===== src/rtl/core/sts_pkg.sv =====
// Shared types and constants of the timer slot table.
// No dependencies; every other file of the block refers to it by scoped names.
package sts_pkg;

	localparam int TASK_W   = 8;
	localparam int COUNT_W  = 16;
	localparam int KIND_W   = 2;
	localparam int STATUS_W = 2;

	// input mode
	localparam logic MODE_SET  = 1'b0;
	localparam logic MODE_TICK = 1'b1;

	// result kind
	localparam logic [KIND_W-1:0] KIND_SET       = 2'd0;
	localparam logic [KIND_W-1:0] KIND_EXPIRY    = 2'd1;
	localparam logic [KIND_W-1:0] KIND_IDLE_TICK = 2'd2;

	// set status
	localparam logic [STATUS_W-1:0] ST_UPDATED = 2'd0;
	localparam logic [STATUS_W-1:0] ST_CLAIMED = 2'd1;
	localparam logic [STATUS_W-1:0] ST_FULL    = 2'd2;

	localparam logic [TASK_W-1:0]  TASK_IDLE = 8'd0;
	localparam logic [COUNT_W-1:0] COUNT_ONE = 16'd1;

	// controller to datapath
	typedef struct packed {
		logic scan;    // walking the slots, one per cycle unless the output stalls
		logic finish;  // producing the closing result of the item
	} ctl_cmd_t;

	// datapath to controller
	typedef struct packed {
		logic scan_done;  // last slot evaluated this cycle
		logic fin_done;   // closing result handed to the output register
	} dp_stat_t;

endpackage


===== src/rtl/core/sts_ifs.sv =====
// Valid/ready channel interfaces of the timer slot table.
// Depends on sts_pkg for field widths.
interface sts_req_if;
	logic                         valid;
	logic                         ready;
	logic                         mode;
	logic [sts_pkg::TASK_W-1:0]   task_id;
	logic [sts_pkg::COUNT_W-1:0]  delay;

	modport source (output valid, mode, task_id, delay, input ready);
	modport sink   (input valid, mode, task_id, delay, output ready);
endinterface

interface sts_rsp_if;
	logic                          valid;
	logic                          ready;
	logic [sts_pkg::KIND_W-1:0]    kind;
	logic [sts_pkg::TASK_W-1:0]    expired_task;
	logic [sts_pkg::STATUS_W-1:0]  set_status;
	logic                          last;

	modport source (output valid, kind, expired_task, set_status, last, input ready);
	modport sink   (input valid, kind, expired_task, set_status, last, output ready);
endinterface


===== src/rtl/core/software_timer_slot_table.sv =====
// Timer slot table. Each slot holds a task id (0 = idle) and a 16-bit count.
// A set item refreshes the slot that holds the task, else claims the lowest
// idle slot, else reports the table full (as it does for task id 0); it gives
// one result. A tick item decrements every busy slot, expires slots at 1 and
// reports each expiry in slot order (last marks the final one), or one
// idle-tick result. Items are taken one at a time: each walks all SLOTS
// entries of the slot memory through its single read port, one slot per
// cycle unless the result side stalls. Reset clears the busy bits at once; no
// clearing pass is needed.
module software_timer_slot_table #(
	parameter int SLOTS = 16
) (
	input  logic       clk,
	input  logic       arst_n,
	sts_req_if.sink    req,
	sts_rsp_if.source  rsp
);

	sts_pkg::ctl_cmd_t cmd;
	sts_pkg::dp_stat_t stat;
	logic              in_ready;
	logic              accept;

	assign req.ready = in_ready;
	assign accept    = req.valid && in_ready;

	sts_ctrl u_ctrl (
		.clk      (clk),
		.arst_n   (arst_n),
		.accept   (accept),
		.stat     (stat),
		.cmd      (cmd),
		.in_ready (in_ready)
	);

	sts_datapath #(
		.SLOTS (SLOTS)
	) u_dp (
		.clk          (clk),
		.arst_n       (arst_n),
		.load         (accept),
		.cmd          (cmd),
		.stat         (stat),
		.mode         (req.mode),
		.task_id      (req.task_id),
		.delay        (req.delay),
		.out_valid    (rsp.valid),
		.out_ready    (rsp.ready),
		.kind         (rsp.kind),
		.expired_task (rsp.expired_task),
		.set_status   (rsp.set_status),
		.last         (rsp.last)
	);

	// one item in flight: no new item right after an accept
	a_single_item: assert property (@(posedge clk) disable iff (!arst_n)
		accept |=> !req.ready)
		else $error("item accepted while another is in flight");

	// only expiries may be followed by more results of the same item
	a_last_kind: assert property (@(posedge clk) disable iff (!arst_n)
		(rsp.valid && (rsp.kind != sts_pkg::KIND_EXPIRY)) |-> rsp.last)
		else $error("non-expiry result without last");

	// an idle slot never expires
	a_expiry_task: assert property (@(posedge clk) disable iff (!arst_n)
		(rsp.valid && (rsp.kind == sts_pkg::KIND_EXPIRY)) |->
			(rsp.expired_task != sts_pkg::TASK_IDLE))
		else $error("expiry reported for idle task id");

endmodule


===== src/rtl/core/sts_ctrl.sv =====
// Controller of the timer slot table: idle / scan / finish sequencing.
// Depends on sts_pkg for the command and status structs.
module sts_ctrl (
	input  logic              clk,
	input  logic              arst_n,
	input  logic              accept,
	input  sts_pkg::dp_stat_t stat,
	output sts_pkg::ctl_cmd_t cmd,
	output logic              in_ready
);

	typedef enum logic [1:0] {
		S_IDLE,
		S_SCAN,
		S_FINISH
	} state_t;

	state_t            state_q;
	sts_pkg::ctl_cmd_t cmd_q;
	logic              ready_q;

	always_ff @(posedge clk or negedge arst_n) begin
		if (!arst_n) begin
			state_q <= S_IDLE;
			cmd_q   <= '0;
			ready_q <= 1'b1;
		end else begin
			case (state_q)
				S_IDLE: begin
					if (accept) begin
						state_q     <= S_SCAN;
						ready_q     <= 1'b0;
						cmd_q.scan  <= 1'b1;
					end
				end
				S_SCAN: begin
					if (stat.scan_done) begin
						state_q       <= S_FINISH;
						cmd_q.scan    <= 1'b0;
						cmd_q.finish  <= 1'b1;
					end
				end
				S_FINISH: begin
					if (stat.fin_done) begin
						state_q       <= S_IDLE;
						cmd_q.finish  <= 1'b0;
						ready_q       <= 1'b1;
					end
				end
				default: begin
					state_q <= S_IDLE;
					cmd_q   <= '0;
					ready_q <= 1'b1;
				end
			endcase
		end
	end

	assign cmd      = cmd_q;
	assign in_ready = ready_q;

endmodule


===== src/rtl/core/sts_datapath.sv =====
// Datapath of the timer slot table: slot memory, busy bits, scan pipeline,
// pending expiry and the output register. Depends on sts_pkg.
module sts_datapath #(
	parameter int SLOTS = 16
) (
	input  logic                          clk,
	input  logic                          arst_n,
	input  logic                          load,
	input  sts_pkg::ctl_cmd_t             cmd,
	output sts_pkg::dp_stat_t             stat,
	input  logic                          mode,
	input  logic [sts_pkg::TASK_W-1:0]    task_id,
	input  logic [sts_pkg::COUNT_W-1:0]   delay,
	output logic                          out_valid,
	input  logic                          out_ready,
	output logic [sts_pkg::KIND_W-1:0]    kind,
	output logic [sts_pkg::TASK_W-1:0]    expired_task,
	output logic [sts_pkg::STATUS_W-1:0]  set_status,
	output logic                          last
);

	localparam int IDX_W = (SLOTS > 1) ? $clog2(SLOTS) : 1;
	localparam int CNT_W = $clog2(SLOTS + 1);
	localparam logic [IDX_W-1:0] LAST_IDX = IDX_W'(SLOTS - 1);
	localparam logic [CNT_W-1:0] SLOTS_C  = CNT_W'(SLOTS);

	// slot storage; a slot's entry is meaningful only while its busy bit is set
	logic [sts_pkg::TASK_W-1:0]  mem_task  [SLOTS];
	logic [sts_pkg::COUNT_W-1:0] mem_count [SLOTS];
	logic [SLOTS-1:0]            busy_q;

	// captured item
	logic                         mode_q;
	logic [sts_pkg::TASK_W-1:0]   task_q;
	logic [sts_pkg::COUNT_W-1:0]  delay_q;

	// scan pipeline: read issue, then evaluate on registered read data
	logic [CNT_W-1:0]             rd_cnt_q;
	logic                         eval_vld_q;
	logic [IDX_W-1:0]             eval_idx_q;
	logic [sts_pkg::TASK_W-1:0]   rd_task_q;
	logic [sts_pkg::COUNT_W-1:0]  rd_count_q;

	logic                         hit_q;
	logic [IDX_W-1:0]             hit_idx_q;
	logic                         free_q;
	logic [IDX_W-1:0]             free_idx_q;
	logic                         pend_q;
	logic [sts_pkg::TASK_W-1:0]   pend_task_q;

	logic                         out_vld_q;
	logic [sts_pkg::KIND_W-1:0]   kind_q;
	logic [sts_pkg::TASK_W-1:0]   exp_task_q;
	logic [sts_pkg::STATUS_W-1:0] status_q;
	logic                         last_q;

	logic                         out_free;
	logic                         eval_busy;
	logic                         eval_now;
	logic                         tick_exp;
	logic                         push_mid;
	logic                         stall;
	logic                         adv;
	logic                         issue;
	logic [IDX_W-1:0]             rd_idx;
	logic                         fin_push;
	logic                         set_reject;
	logic                         fin_hit;
	logic                         fin_claim;

	logic                         wr_count_en;
	logic                         wr_task_en;
	logic [IDX_W-1:0]             wr_idx;
	logic [sts_pkg::COUNT_W-1:0]  wr_count;

	assign out_free  = !out_vld_q || out_ready;
	assign rd_idx    = rd_cnt_q[IDX_W-1:0];
	assign issue     = rd_cnt_q < SLOTS_C;
	assign eval_busy = busy_q[eval_idx_q];

	// an expiry while one is already pending pushes the older one out (last = 0)
	assign tick_exp  = cmd.scan && eval_vld_q && (mode_q == sts_pkg::MODE_TICK)
		&& eval_busy && (rd_count_q == sts_pkg::COUNT_ONE);
	assign push_mid  = tick_exp && pend_q;
	assign stall     = push_mid && !out_free;
	assign adv       = cmd.scan && !stall;
	assign eval_now  = adv && eval_vld_q;

	assign fin_push   = cmd.finish && out_free;
	assign set_reject = (task_q == sts_pkg::TASK_IDLE);
	assign fin_hit    = !set_reject && hit_q;
	assign fin_claim  = !set_reject && !hit_q && free_q;

	assign stat.scan_done = eval_now && (eval_idx_q == LAST_IDX);
	assign stat.fin_done  = fin_push;

	always_comb begin
		wr_count_en = 1'b0;
		wr_task_en  = 1'b0;
		wr_idx      = eval_idx_q;
		wr_count    = sts_pkg::COUNT_W'(rd_count_q - sts_pkg::COUNT_ONE);
		if (eval_now && (mode_q == sts_pkg::MODE_TICK) && eval_busy && !tick_exp) begin
			wr_count_en = 1'b1;
		end else if (fin_push && (mode_q == sts_pkg::MODE_SET)) begin
			wr_count = delay_q;
			if (fin_hit) begin
				wr_count_en = 1'b1;
				wr_idx      = hit_idx_q;
			end else if (fin_claim) begin
				wr_count_en = 1'b1;
				wr_task_en  = 1'b1;
				wr_idx      = free_idx_q;
			end
		end
	end

	always_ff @(posedge clk) begin
		if (wr_count_en) begin
			mem_count[wr_idx] <= wr_count;
		end
		if (wr_task_en) begin
			mem_task[wr_idx] <= task_q;
		end
		if (adv && issue) begin
			rd_task_q  <= mem_task[rd_idx];
			rd_count_q <= mem_count[rd_idx];
		end
	end

	always_ff @(posedge clk) begin
		if (load) begin
			mode_q  <= mode;
			task_q  <= task_id;
			delay_q <= delay;
		end
		if (eval_now) begin
			eval_idx_q <= rd_idx;
		end else if (adv) begin
			eval_idx_q <= rd_idx;
		end
		if (eval_now && (mode_q == sts_pkg::MODE_SET)) begin
			if (eval_busy && (rd_task_q == task_q)) begin
				hit_idx_q <= eval_idx_q;
			end
			if (!eval_busy && !free_q) begin
				free_idx_q <= eval_idx_q;
			end
		end
		if (eval_now && tick_exp) begin
			pend_task_q <= rd_task_q;
		end
		if (eval_now && push_mid) begin
			kind_q     <= sts_pkg::KIND_EXPIRY;
			exp_task_q <= pend_task_q;
			status_q   <= sts_pkg::ST_UPDATED;
			last_q     <= 1'b0;
		end else if (fin_push) begin
			last_q <= 1'b1;
			if (mode_q == sts_pkg::MODE_SET) begin
				kind_q     <= sts_pkg::KIND_SET;
				exp_task_q <= sts_pkg::TASK_IDLE;
				if (fin_hit) begin
					status_q <= sts_pkg::ST_UPDATED;
				end else if (fin_claim) begin
					status_q <= sts_pkg::ST_CLAIMED;
				end else begin
					status_q <= sts_pkg::ST_FULL;
				end
			end else if (pend_q) begin
				kind_q     <= sts_pkg::KIND_EXPIRY;
				exp_task_q <= pend_task_q;
				status_q   <= sts_pkg::ST_UPDATED;
			end else begin
				kind_q     <= sts_pkg::KIND_IDLE_TICK;
				exp_task_q <= sts_pkg::TASK_IDLE;
				status_q   <= sts_pkg::ST_UPDATED;
			end
		end
	end

	always_ff @(posedge clk or negedge arst_n) begin
		if (!arst_n) begin
			busy_q     <= '0;
			rd_cnt_q   <= '0;
			eval_vld_q <= 1'b0;
			hit_q      <= 1'b0;
			free_q     <= 1'b0;
			pend_q     <= 1'b0;
			out_vld_q  <= 1'b0;
		end else begin
			if (load) begin
				rd_cnt_q   <= '0;
				eval_vld_q <= 1'b0;
				hit_q      <= 1'b0;
				free_q     <= 1'b0;
				pend_q     <= 1'b0;
			end else if (adv) begin
				eval_vld_q <= issue;
				if (issue) begin
					rd_cnt_q <= CNT_W'(rd_cnt_q + 1'b1);
				end
			end
			if (eval_now && (mode_q == sts_pkg::MODE_SET)) begin
				if (eval_busy && (rd_task_q == task_q)) begin
					hit_q <= 1'b1;
				end
				if (!eval_busy) begin
					free_q <= 1'b1;
				end
			end
			if (eval_now && tick_exp) begin
				busy_q[eval_idx_q] <= 1'b0;
				pend_q             <= 1'b1;
			end
			if (fin_push && (mode_q == sts_pkg::MODE_SET) && fin_claim) begin
				busy_q[free_idx_q] <= 1'b1;
			end
			if ((eval_now && push_mid) || fin_push) begin
				out_vld_q <= 1'b1;
			end else if (out_ready) begin
				out_vld_q <= 1'b0;
			end
		end
	end

	assign out_valid    = out_vld_q;
	assign kind         = kind_q;
	assign expired_task = exp_task_q;
	assign set_status   = status_q;
	assign last         = last_q;

endmodule


===== src/flat_wrapper.sv =====
// flat-port wrapper written by rule: the top's interface ports become plain ports
module software_timer_slot_table_flat 
#(
	parameter int SLOTS = 16
)
  (clk, arst_n, req_valid, req_mode, req_task_id, req_delay, req_ready, rsp_valid, rsp_kind, rsp_expired_task, rsp_set_status, rsp_last, rsp_ready);
  sts_req_if req_i ();
  sts_rsp_if rsp_i ();
  input  logic clk;
  input  logic arst_n;
  input wire logic [$bits(req_i.valid)-1:0] req_valid;
  input wire logic [$bits(req_i.mode)-1:0] req_mode;
  input wire logic [$bits(req_i.task_id)-1:0] req_task_id;
  input wire logic [$bits(req_i.delay)-1:0] req_delay;
  output wire logic [$bits(req_i.ready)-1:0] req_ready;
  output wire logic [$bits(rsp_i.valid)-1:0] rsp_valid;
  output wire logic [$bits(rsp_i.kind)-1:0] rsp_kind;
  output wire logic [$bits(rsp_i.expired_task)-1:0] rsp_expired_task;
  output wire logic [$bits(rsp_i.set_status)-1:0] rsp_set_status;
  output wire logic [$bits(rsp_i.last)-1:0] rsp_last;
  input wire logic [$bits(rsp_i.ready)-1:0] rsp_ready;
  assign req_i.valid = req_valid;
  assign req_i.mode = req_mode;
  assign req_i.task_id = req_task_id;
  assign req_i.delay = req_delay;
  assign req_ready = req_i.ready;
  assign rsp_valid = rsp_i.valid;
  assign rsp_kind = rsp_i.kind;
  assign rsp_expired_task = rsp_i.expired_task;
  assign rsp_set_status = rsp_i.set_status;
  assign rsp_last = rsp_i.last;
  assign rsp_i.ready = rsp_ready;
  software_timer_slot_table #(.SLOTS(SLOTS)) u_core (.clk(clk), .arst_n(arst_n), .req(req_i), .rsp(rsp_i));
endmodule

===== config.mk =====
export PLATFORM = sky130hd
export DESIGN_NAME = software_timer_slot_table_flat
export DESIGN_NICKNAME = d
export VERILOG_FILES = /design/src/rtl/core/sts_pkg.sv /design/src/rtl/core/sts_ifs.sv /design/src/rtl/core/software_timer_slot_table.sv /design/src/rtl/core/sts_ctrl.sv /design/src/rtl/core/sts_datapath.sv /design/src/flat_wrapper.sv
export SDC_FILE = /design/constraint.sdc
export NUM_CORES = 1
export LEC_CHECK = 0
export BUFFER_PORTS_ARGS = -buffer_cell sky130_fd_sc_hd__buf_4
export CAP_MARGIN = 20
export CORE_MARGIN = 2
export CORE_UTILIZATION = 30
export DETAILED_ROUTE_END_ITERATION = 16
export PLACE_DENSITY_LB_ADDON = 0.08
export REMOVE_ABC_BUFFERS = 1
export SYNTH_ARGS = -nofsm -noshare
export SYNTH_HDL_FRONTEND = slang
export SYNTH_SLANG_ARGS = --single-unit

===== constraint.sdc =====
create_clock -name clk -period 4.1 [get_ports clk]
set_clock_uncertainty 0.2 [all_clocks]
set_input_delay 0.82 -clock clk [delete_from_list [all_inputs] [get_ports clk]]
set_output_delay 0.82 -clock clk [all_outputs]
set_load 0.05 [all_outputs]

# After elaboration in Yosys (flattened, before gate mapping)
# Memory sizes are Yosys's and may differ from the RTL's. A register that Yosys moved wholly into a read port is not among the register bits.
# Index checks and enable logic that the tools add are counted.
[word_totals]
mem_bits_rw = 384
register_bits = 89
mem_count = 2
out_inout_bits = 15
[op_classes]
bitwise_logic = 7
addsub = 2
reduce_logical = 52
n_mux = 62
n_eq_ne = 8
order_cmp = 5
[memory_table]
columns = ["memory", "words", "word_bits", "rd", "rd_ports_with_merged_regs", "write_ports", "line", "text"]
rows = [
  ["u_core.u_dp.mem_count", 16, 16, 1, 1, 1, "sts_datapath.sv:29", "logic [sts_pkg::COUNT_W-1:0] mem_count [SLOTS];"],
  ["u_core.u_dp.mem_task", 16, 8, 1, 1, 1, "sts_datapath.sv:28", "logic [sts_pkg::TASK_W-1:0] mem_task [SLOTS];"],
]
[op_table]
columns = ["cell", "count"]
rows = [
  ["16-bit two-way mux", 4],
  ["8-bit two-way mux", 4],
  ["1-bit two-way mux", 29],
  ["1-bit logical AND", 27],
  ["4-bit two-way mux", 6],
  ["2-bit two-way mux", 9],
  ["16-bit bitwise AND", 1],
  ["16-bit by 1-bit == test with 1-bit output, second input constant", 1],
  ["16-bit inverter", 1],
  ["16-bit OR", 1],
  ["16-bit by 1-bit subtractor with 16-bit output, second input constant", 1],
  ["5-bit two-way mux", 3],
  ["3-bit AND reduction", 4],
  ["2-bit nonzero test", 6],
  ["4-bit by 5-bit < comparator with 1-bit output, second input constant", 2],
  ["1-bit one-hot mux with 3 select lines", 3],
  ["1-bit demux with 4-bit select", 2],
  ["8-bit == test", 1],
  ["4-bit by 1-bit greater-or-equal comparator with 1-bit output, second input constant", 2],
  ["1-bit logical NOT", 8],
  ["8-bit logical NOT", 1],
  ["2-bit one-hot mux with 3 select lines", 1],
  ["2-bit AND reduction", 3],
  ["5-bit by 1-bit adder with 5-bit output, second input constant", 1],
  ["other kinds (10)", 15],
]

# Depth between registers and ports, before layout
# Gate-level depths: netlist of the first run.
[logic_depth]
ltp_word = 15
mapped_depth = 8
depth_no_buf = 7

# By module
# From an unflattened synthesis of the first run, not the netlist that was laid out.
[hier_totals]
cells_unflattened = 976
hier_area_um2 = 19541.2
[modules_own_cells]
columns = ["mod", "seq_area_each_um2", "cells_per_inst", "area_each_um2", "n_inst"]
rows = [
  ["sts_datapath", 14594.0, 953, 19327.3, 1],
  ["sts_ctrl", 126.4, 22, 207.7, 1],
  ["software_timer_slot_table", 0.0, 1, 6.3, 1],
]

# Worst setup path after synthesis of the first run
# No wires, ideal clock.
[synth_path]
kind = "input to register"
from = "input rsp_ready"
to = "memory u_core.u_dp.mem_count[12][0] in the netlist's numbering (enable)"
n_path_buf = 1
setup_time_ns = 0.409
required_ns = 3.491
setup_slack_ns = 0.250
path_stages = 6
arrival_time_ns = 3.241
cell_sequence = "nand2b_1 -> nor3b_1 -> clkbuf_1 -> a31o_2 -> nand4_1 -> nor3_1"
[synth_via]
elab_chain_len = 12
[synth_lines]
columns = ["element", "line", "text"]
rows = [
  ["start, declared", "flat_wrapper.sv:21", "input wire logic [$bits(rsp_i.ready)-1:0] rsp_ready;"],
  ["1-bit logical OR (*)", "sts_datapath.sv:76", "assign out_free = !out_vld_q || out_ready;"],
  ["1-bit logical NOT", "sts_datapath.sv:85", "assign stall = push_mid && !out_free;"],
  ["1-bit logical AND", "sts_datapath.sv:85", ""],
  ["1-bit logical NOT", "sts_datapath.sv:86", "assign adv = cmd.scan && !stall;"],
  ["1-bit logical AND", "sts_datapath.sv:86", ""],
  ["1-bit logical AND", "sts_datapath.sv:87", "assign eval_now = adv && eval_vld_q;"],
  ["1-bit logical AND (3 in series)", "sts_datapath.sv:102", "if (eval_now && (mode_q == sts_pkg::MODE_TICK) && eval_busy && !tick_exp) begin"],
  ["1-bit two-way mux", "sts_datapath.sv:102", ""],
  ["1-bit two-way mux", "sts_datapath.sv:118", "if (wr_count_en) begin"],
  ["1-bit two-way mux (not written as such)", "sts_datapath.sv:119", "mem_count[wr_idx] <= wr_count;"],
  ["end, declared", "sts_datapath.sv:29", ""],
]
# Every way passes the cells marked *; elsewhere a longest branch is shown, timed or not.

# Final worst setup path of the first run
[layout_path]
from = "register u_core.u_dp.task_q[4] in the netlist's numbering"
to = "memory u_core.u_dp.mem_count[10][8] in the netlist's numbering (enable)"
[layout_via]
elab_chain_len = 10
[layout_lines]
columns = ["element", "line", "text"]
rows = [
  ["start, declared", "sts_datapath.sv:34", "logic [sts_pkg::TASK_W-1:0] task_q;"],
  ["start signal, assigned", "sts_datapath.sv:133", "task_q <= task_id;"],
  ["8-bit logical NOT (*)", "sts_datapath.sv:90", "assign set_reject = (task_q == sts_pkg::TASK_IDLE);"],
  ["1-bit logical NOT (*)", "sts_datapath.sv:91, sts_datapath.sv:92", ""],
  ["1-bit logical AND (2 in series)", "sts_datapath.sv:92", "assign fin_claim = !set_reject && !hit_q && free_q;"],
  ["1-bit two-way mux", "sts_datapath.sv:109", "end else if (fin_claim) begin"],
  ["1-bit two-way mux", "sts_datapath.sv:106", "if (fin_hit) begin"],
  ["1-bit two-way mux", "sts_datapath.sv:104", "end else if (fin_push && (mode_q == sts_pkg::MODE_SET)) begin"],
  ["1-bit two-way mux", "sts_datapath.sv:102", ""],
  ["1-bit two-way mux", "sts_datapath.sv:118", ""],
  ["1-bit two-way mux (not written as such)", "sts_datapath.sv:119", ""],
]
# Marks and branches as above.

==> flow_summary.json, run 1 <==
{
  "path_class": "reg -> reg",
  "max_freq_ghz": 0.296,
  "drc": 0,
  "area_growth_pct": 18.8,
  "p_leak_nw": 7.61,
  "clock_sinks": 497,
  "die_area_um2": 68300,
  "place.gp.congestion": 0.778,
  "finalNetCount": 1201,
  "crit_path_frequent_cell": "buf_4",
  "cts_tree": "yes",
  "pin_count": 44,
  "rows": 94,
  "ys_seq_area_share_pct": 74.0,
  "firstDrtPassIters": 5,
  "gr-usage-all-layers_pct": 15.1,
  "crit_slowest_cell": "nor4_1",
  "antenna_cells": 0,
  "antenna_left": 0,
  "cp-end-kind": "flip-flop",
  "drt-wirelength-per-cell_um": 24.5,
  "whs_path_depth": 2,
  "grt_antenna_before_repair": 0,
  "status": "completed",
  "grt_max_degree": 51,
  "worst-path-buf-inv": 2,
  "cts-root-buf": "clkbuf_16",
  "grt_pass1_wl_um": 74500,
  "port_buffers": 43,
  "min_from": "req_valid",
  "async_flop_share_pct": 6.24,
  "initial_core_util_pct": 30.3,
  "die_height_um": 261,
  "syn_area_per_cell_um2": 19.4,
  "cts_hold_buffers": 1,
  "hpwl_um": 33800,
  "pwr_density_cell_nw_per_um2": 679,
  "cts_setup_buffers": 0,
  "start_kind": "flip-flop",
  "tightest_slew_ns": 0.929,
  "synth.ff_latch_count": 497,
  "yosys_warnings": 0,
  "reg2reg_from": "u_core.u_dp.task_q[4]$_DFFE_PP_",
  "fin_total_pwr_mw": 16.0,
  "layout_commonest_cell": "edfxtp_1",
  "hold_viol": 0,
  "grt_pass1_vias": 10500,
  "drive_gt1_share_pct": 30.4,
  "timing.final.crit_share_pct": 82.3,
  "cts_resized": 0,
  "wl_um": 50800,
  "cp.arrival_ns": 3.44,
  "cts-buffers-inserted": 57,
  "reg2reg_to": "u_core.u_dp.mem_count[10][8]$_DFFE_PP_",
  "crit_required_ns": 4.16,
  "regToRegSetupSlack_ns": 0.72,
  "fp.coreArea_um2": 65600,
  "slew_viol_final": 0,
  "hold_end": "u_core.u_ctrl.in_ready$_DFFE_PN1P_",
  "synth_cells": 1026,
  "cp_slowest_stage_delay_ns": 0.82,
  "vdd_drop_max_mv": 0.393,
  "cp_max_fo": 16,
  "cts_max_level": 2,
  "min_period_ns": 3.38,
  "die_x_um": 261,
  "crit_family": "simple AND/OR/NAND/NOR gates",
  "synth-edff-count": 461,
  "ys.flop_type": "edfxtp_1",
  "synth_area_um2": 19900,
  "drtIter0Drc": 723,
  "hold_class": "in -> reg",
  "design_area_um2": 23600,
  "cts_buffer_depth": 3,
  "vias": 10200,
  "insertion_delay_ns": 0.61,
  "setup_violations": 0,
  "cts.clk_slew.worst_paths_ns": 0.06,
  "cp_cell_sequence": "nor4_1, nand2_1, buf_4, a31oi_1, o211ai_1, nor3_2, buf_4",
  "ff2ff_path_depth": 7,
  "drt-vias-per-instance": 4.91,
  "rsz0062_at_grt": "no",
  "postPlaceCellArea_um2": 21900,
  "yosysUniqueCellTypes": 58,
  "layout_common_cells": "edfxtp_1 (461), buf_4 (124), mux4_2 (121)",
  "slew_headroom_pct": 37.5,
  "grt-ovfl-total": 0,
  "cap_violations": 0
}
layout make-up:
class                           instances  area [µm²]
Tap cell                              864        1080
Multi-Input combinational cell        470        4990
Sequential cell                       497       14700
Clock buffer                           75        1500
Fill cell                            6143       42000
Clock inverter                         26         213
Timing Repair Buffer                  131        1060
Inverter                               12        45.0
synth_stat cells, types with 9 or more instances:
cell	instances	area share (%)
o22ai_1	11	0.35
dfrtp_1	30	3.8
nand2_1	37	0.70
nor4_1	9	0.28
clkbuf_1	28	0.53
buf_2	11	0.28
a21oi_1	29	0.73
o21ai_0	20	0.50
a31oi_1	10	0.31
mux4_2	121	14
nor2_1	36	0.68
nand2b_1	13	0.41
nand3_1	19	0.48
edfxtp_1	461	70
nor3_1	26	0.65
and3_1	15	0.47
xnor2_1	16	0.70
inv_1	11	0.21
state kept, by name, summed over array words and instances (netlist names), 2 cells and up:
| signal | flops |
|---|---|
| u_core.u_dp.expired_task | 8 |
| u_core.u_dp.rd_count_q | 16 |
| u_core.u_dp.task_q | 8 |
| u_core.u_dp.mem_task | 128 |
| u_core.u_dp.delay_q | 16 |
| u_core.u_dp.kind | 2 |
| u_core.u_dp.pend_task_q | 8 |
| u_core.u_ctrl.cmd | 2 |
| u_core.u_dp.set_status | 2 |
| u_core.u_dp.rd_cnt_q | 5 |
| u_core.u_ctrl.state_q | 2 |
| u_core.u_dp.eval_idx_q | 4 |
| u_core.u_dp.hit_idx_q | 4 |
| u_core.u_dp.rd_task_q | 8 |
| u_core.u_dp.busy_q | 16 |
| u_core.u_dp.free_idx_q | 4 |
| u_core.u_dp.mem_count | 256 |
report_power, final:
group	internal, mW	total, mW	switching, mW
clock network	2.69	4.69	2.00
logic	1.95	4.44	2.49
registers	6.41	6.90	0.494
total	11.1	16.0	4.99
routing by layer:
metal  GRT usage [%]  routed length (µm)  vias to the layer above
met5               0                   0                        -
met4            4.48                1300                        0
met3            2.49                1870                       72
met2            24.6               24500                      183
met1            20.9               23200                     5398
li1                -                   -                     4530
worst max path at each step:
stage                                                  end                                 from  depth (start not counted)  slack, ns
global route        u_core.u_dp.mem_count[10][8]$_DFFE_PP_      u_core.u_dp.task_q[5]$_DFFE_PP_                          7       0.51
global placement     u_core.u_dp.mem_count[2][7]$_DFFE_PP_      u_core.u_dp.task_q[4]$_DFFE_PP_                          6       0.64
floorplan              u_core.u_dp.rd_count_q[0]$_DFFE_PP_  u_core.u_dp.rd_cnt_q[0]$_DFFE_PN0P_                          2      -1.32
detailed placement   u_core.u_dp.mem_count[2][7]$_DFFE_PP_                            rsp_ready                          7       0.59
CTS                  u_core.u_dp.mem_count[2][7]$_DFFE_PP_      u_core.u_dp.task_q[4]$_DFFE_PP_                          6       0.59
finish              u_core.u_dp.mem_count[10][8]$_DFFE_PP_      u_core.u_dp.task_q[4]$_DFFE_PP_                          7       0.72
metrics by stage:
stage | utilization [%] | setup TNS [ns] | hold WS, ns | instances | setup slack (ns)
2_1_floorplan | - | -494.16 | 0.249 | 979 | -1.32
3_3_place_gp | 33.4 | 0 | 0.254 | 1972 | 0.642
3_5_place_dp | 33.4 | 0 | 0.249 | 1972 | 0.586
4_1_cts | 36.0 | 0 | 0.131 | 2074 | 0.591
5_1_grt | 36.0 | 0 | 0.155 | 2075 | 0.506
6_report | 36.0 | 0 | 0.173 | 2075 | 0.725
cells by family after synthesis:
group / count (synthesis) / share of synthesized area, %
buf+inv: 59 / 1.34
simple gates: 203 / 5.46
xor+xnor: 21 / 0.925
flops: 497 / 74.0
mux: 130 / 14.2
compound gates: 113 / 3.86
fa+ha+maj: 3 / 0.189
No activity file was read; power rests on OpenSTA's default activity.
==> run 2, diff against run 1 <==
Settings changed: ABC_AREA set to 1.
Clock period 4.1 ns to 3.1 ns, I/O delays scaled along.
==> run 2 against run 1 <==
Sequential power grew 35%; via count up 27%; setup slack worse by 0.37 ns; die area up 1.6%; utilization grew 0.23 points; first-iteration DRC count grew 42%; register-to-register slack worse by 0.37 ns; critical path type unchanged; critical endpoint is now u_core.u_dp.mem_count[15][8]$_DFFE_PP_; highest routed layer unchanged.
==> flow_summary.json, run 2 <==
{
  "status": "completed",
  "regToRegSetupSlack_ns": 0.36,
  "path_class": "reg -> reg",
  "fillers": 6552,
  "drt-wirelength-per-cell_um": 22.4,
  "whs_ns": 0.160,
  "yosys_warnings": 0,
  "crit_required_ns": 3.21,
  "min_from": "rsp_ready",
  "place.gp.congestion": 0.767,
  "gr-usage-all-layers_pct": 17.3,
  "p_leak_nw": 8.32,
  "insertion_delay_ns": 0.60,
  "yosys-top-cells-count": "edfxtp_1 (461), nor2_1 (268), o21ai_0 (219), nand2_1 (204), clkbuf_1 (61)",
  "port_buffers": 43,
  "rsz0062_at_grt": "no",
  "seqPwrFrac_pct": 41.0,
  "ys.flop_type": "edfxtp_1",
  "cts_max_level": 2,
  "cp_slowest_stage_delay_ns": 0.42,
  "p_int_mw": 14.4,
  "ff2ff_path_depth": 12,
  "yosysUniqueCellTypes": 47,
  "cp.arrival_ns": 2.86,
  "synthTopCellsByArea": "edfxtp_1 (69%), o21ai_0 (5.4%), nor2_1 (5.0%), nand2_1 (3.8%), dfrtp_1 (3.7%)",
  "p_sw_mw": 8.34,
  "slew_viol_final": 0,
  "layout_commonest_cell": "edfxtp_1",
  "tightest_slew_ns": 0.727,
  "rows": 95,
  "area_growth_pct": 20.0,
  "synth-edff-count": 461,
  "reg2reg_from": "u_core.u_dp.task_q[5]$_DFFE_PP_",
  "reg2reg_to": "u_core.u_dp.mem_count[15][8]$_DFFE_PP_",
  "wl_um": 60100,
  "fin_total_pwr_mw": 22.8,
  "seq_area_um2": 14700,
  "drive_gt1_share_pct": 16.3,
  "cts_tree": "yes",
  "place_inst": 2553,
  "die_x_um": 264,
  "ys_seq_area_share_pct": 72.9,
  "cp_max_fo": 16,
  "cp-end-kind": "flip-flop",
  "cap_violations": 0,
  "combPwrFrac_pct": 31.3,
  "yosysTopAreaCellShare_pct": 68.5,
  "largestRegisters": "u_core.u_dp.mem_count x256, u_core.u_dp.mem_task x128",
  "clock_sinks": 497,
  "regMostFlops": "u_core.u_dp.mem_count",
  "setup_violations": 0,
  "postPlaceCellArea_um2": 22300,
  "power_frac_clock_pct": 27.7,
  "vias": 12900,
  "synth.ff_latch_count": 497,
  "hpwl_um": 38700,
  "finalNetCount": 1795,
  "swShare_pct": 36.6,
  "pwr_density_cell_nw_per_um2": 940,
  "crit_slowest_cell": "edfxtp_1",
  "cts_buffer_depth": 3,
  "max_freq_ghz": 0.364,
  "die_height_um": 264,
  "slew_headroom_pct": 51.5,
  "hold_viol": 0,
  "whs_path_depth": 4,
  "drtIter0Drc": 1029,
  "cts.clk_slew.worst_paths_ns": 0.06,
  "grt_pass1_vias": 13100,
  "drc": 0,
  "cts-root-buf": "clkbuf_16",
  "grt_max_degree": 101,
  "firstDrtPassIters": 5,
  "cp-startpoint": "u_core.u_dp.task_q[5]$_DFFE_PP_",
  "async_flop_share_pct": 6.24,
  "antenna_left": 0,
  "die_area_um2": 69400,
  "drt-vias-per-instance": 4.83,
  "design_area_um2": 24200,
  "hold_class": "in -> reg",
  "cts_setup_buffers": 0,
  "grt-ovfl-total": 0,
  "yosys.area.top_type": "edfxtp_1",
  "cts-buffers-inserted": 55,
  "syn_area_per_cell_um2": 12.5,
  "synth_most_common_cell": "edfxtp_1",
  "final_cell_count_no_fill": 2681,
  "grt_pass1_wl_um": 88500,
  "pin_count": 44,
  "fp.coreArea_um2": 66900,
  "vdd_drop_max_mv": 0.454,
  "min_period_ns": 2.74,
  "cp_cell_sequence": "nor2_1, nand2_1, nor2_4, nor2_8, nor2_4, inv_2, nand2_4, a21oi_4, nor2_2, nand2_1, nor2_2, buf_12",
  "largest_register_ffs": 256,
  "hold_end": "u_core.u_dp.out_valid$_DFFE_PN0P_",
  "initial_core_util_pct": 30.2,
  "layout_common_cells": "edfxtp_1 (461), nor2_1 (261), o21ai_0 (219)",
  "synth_area_um2": 20200,
  "timing.final.crit_share_pct": 88.5,
  "synth_cells": 1621,
  "grt_antenna_before_repair": 0,
  "multiInputGateArea_um2": 4870,
  "start_kind": "flip-flop"
}
==> run 2: cell families (layout without fill, tap and decap cells) <==
family	after synthesis	count (layout)	share of synthesized area, %
adders and majority gates	3	3	0.186
other	0	2	0
DFF	497	497	72.9
AOI/OAI and AO/OA	361	361	10.6
buffers and inverters	153	338	3.11
xor gates and xnor gates	20	20	0.867
and+or+nand+nor	587	587	12.4
==> run 2: area by class of cell <==
cell class,count,share of cell area (%)
Sequential cell,497,60.7
Multi-Input combinational cell,971,20.1
Timing Repair Buffer,167,6.42
Clock buffer,70,6.00
Tap cell,873,4.51
Inverter,71,1.12
Clock inverter,30,1.08
Antenna cell,2,0.0206
==> run 2: worst max-delay path: cells and delay by family, from the launching register on <==
family	cells	cell delay, ns
compound gates	1	0.09
buf+inv	2	0.24
flops	1	0.42
simple gates	9	1.49
==> run 2: power groups by stage <==
stage / sequential (mW) / combinational, mW / clock, mW
6_report: 9.34 / 7.12 / 6.32
2_1_floorplan: 9.79 / 3.37 / 0
3_5_place_dp: 9.48 / 7.30 / 0
3_3_place_gp: 9.48 / 7.32 / 0
5_1_grt: 9.40 / 7.86 / 6.74
4_1_cts: 9.35 / 7.33 / 6.50
==> run 2: layer usage <==
| metal | global-route usage (%) | routed length [µm] | vias up |
|---|---|---|---|
| met5 | 0 | 0 | - |
| met4 | 5.30 | 1630 | 0 |
| met3 | 2.38 | 2180 | 77 |
| met2 | 29.8 | 30100 | 247 |
| met1 | 22.4 | 26300 | 6461 |
| li1 | - | - | 6153 |
==> run 2: worst max-delay path by stage <==
| stage | endpoint | slack [ns] | cells after the start |
|---|---|---|---|
| 2_1_floorplan | u_core.u_dp.rd_count_q[10]$_DFFE_PP_ | -4.38 | 5 |
| 3_3_place_gp | u_core.u_dp.mem_count[1][10]$_DFFE_PP_ | 0.28 | 13 |
| 3_5_place_dp | u_core.u_dp.mem_count[1][10]$_DFFE_PP_ | 0.26 | 13 |
| 4_1_cts | u_core.u_dp.mem_count[15][5]$_DFFE_PP_ | 0.31 | 12 |
| 5_1_grt | u_core.u_dp.expired_task[7]$_DFFE_PP_ | 0.16 | 14 |
| 6_report | u_core.u_dp.mem_count[15][8]$_DFFE_PP_ | 0.36 | 12 |
==> run 2: timing repair <==
item                      CTS  global route
hold buffers               26             0
hold endpoints to repair   55             0
gates resized for setup     0             0
==> run 2: stage by stage <==
| stage | util (%) | TNS (ns) | worst slack (ns) |
|---|---|---|---|
| after floorplan | - | -124.17 | -4.38 |
| after global placement | 33.3 | 0 | 0.279 |
| after detailed placement | 33.3 | 0 | 0.257 |
| after CTS | 36.2 | 0 | 0.306 |
| after global routing | 36.2 | 0 | 0.164 |
| final | 36.2 | 0 | 0.355 |
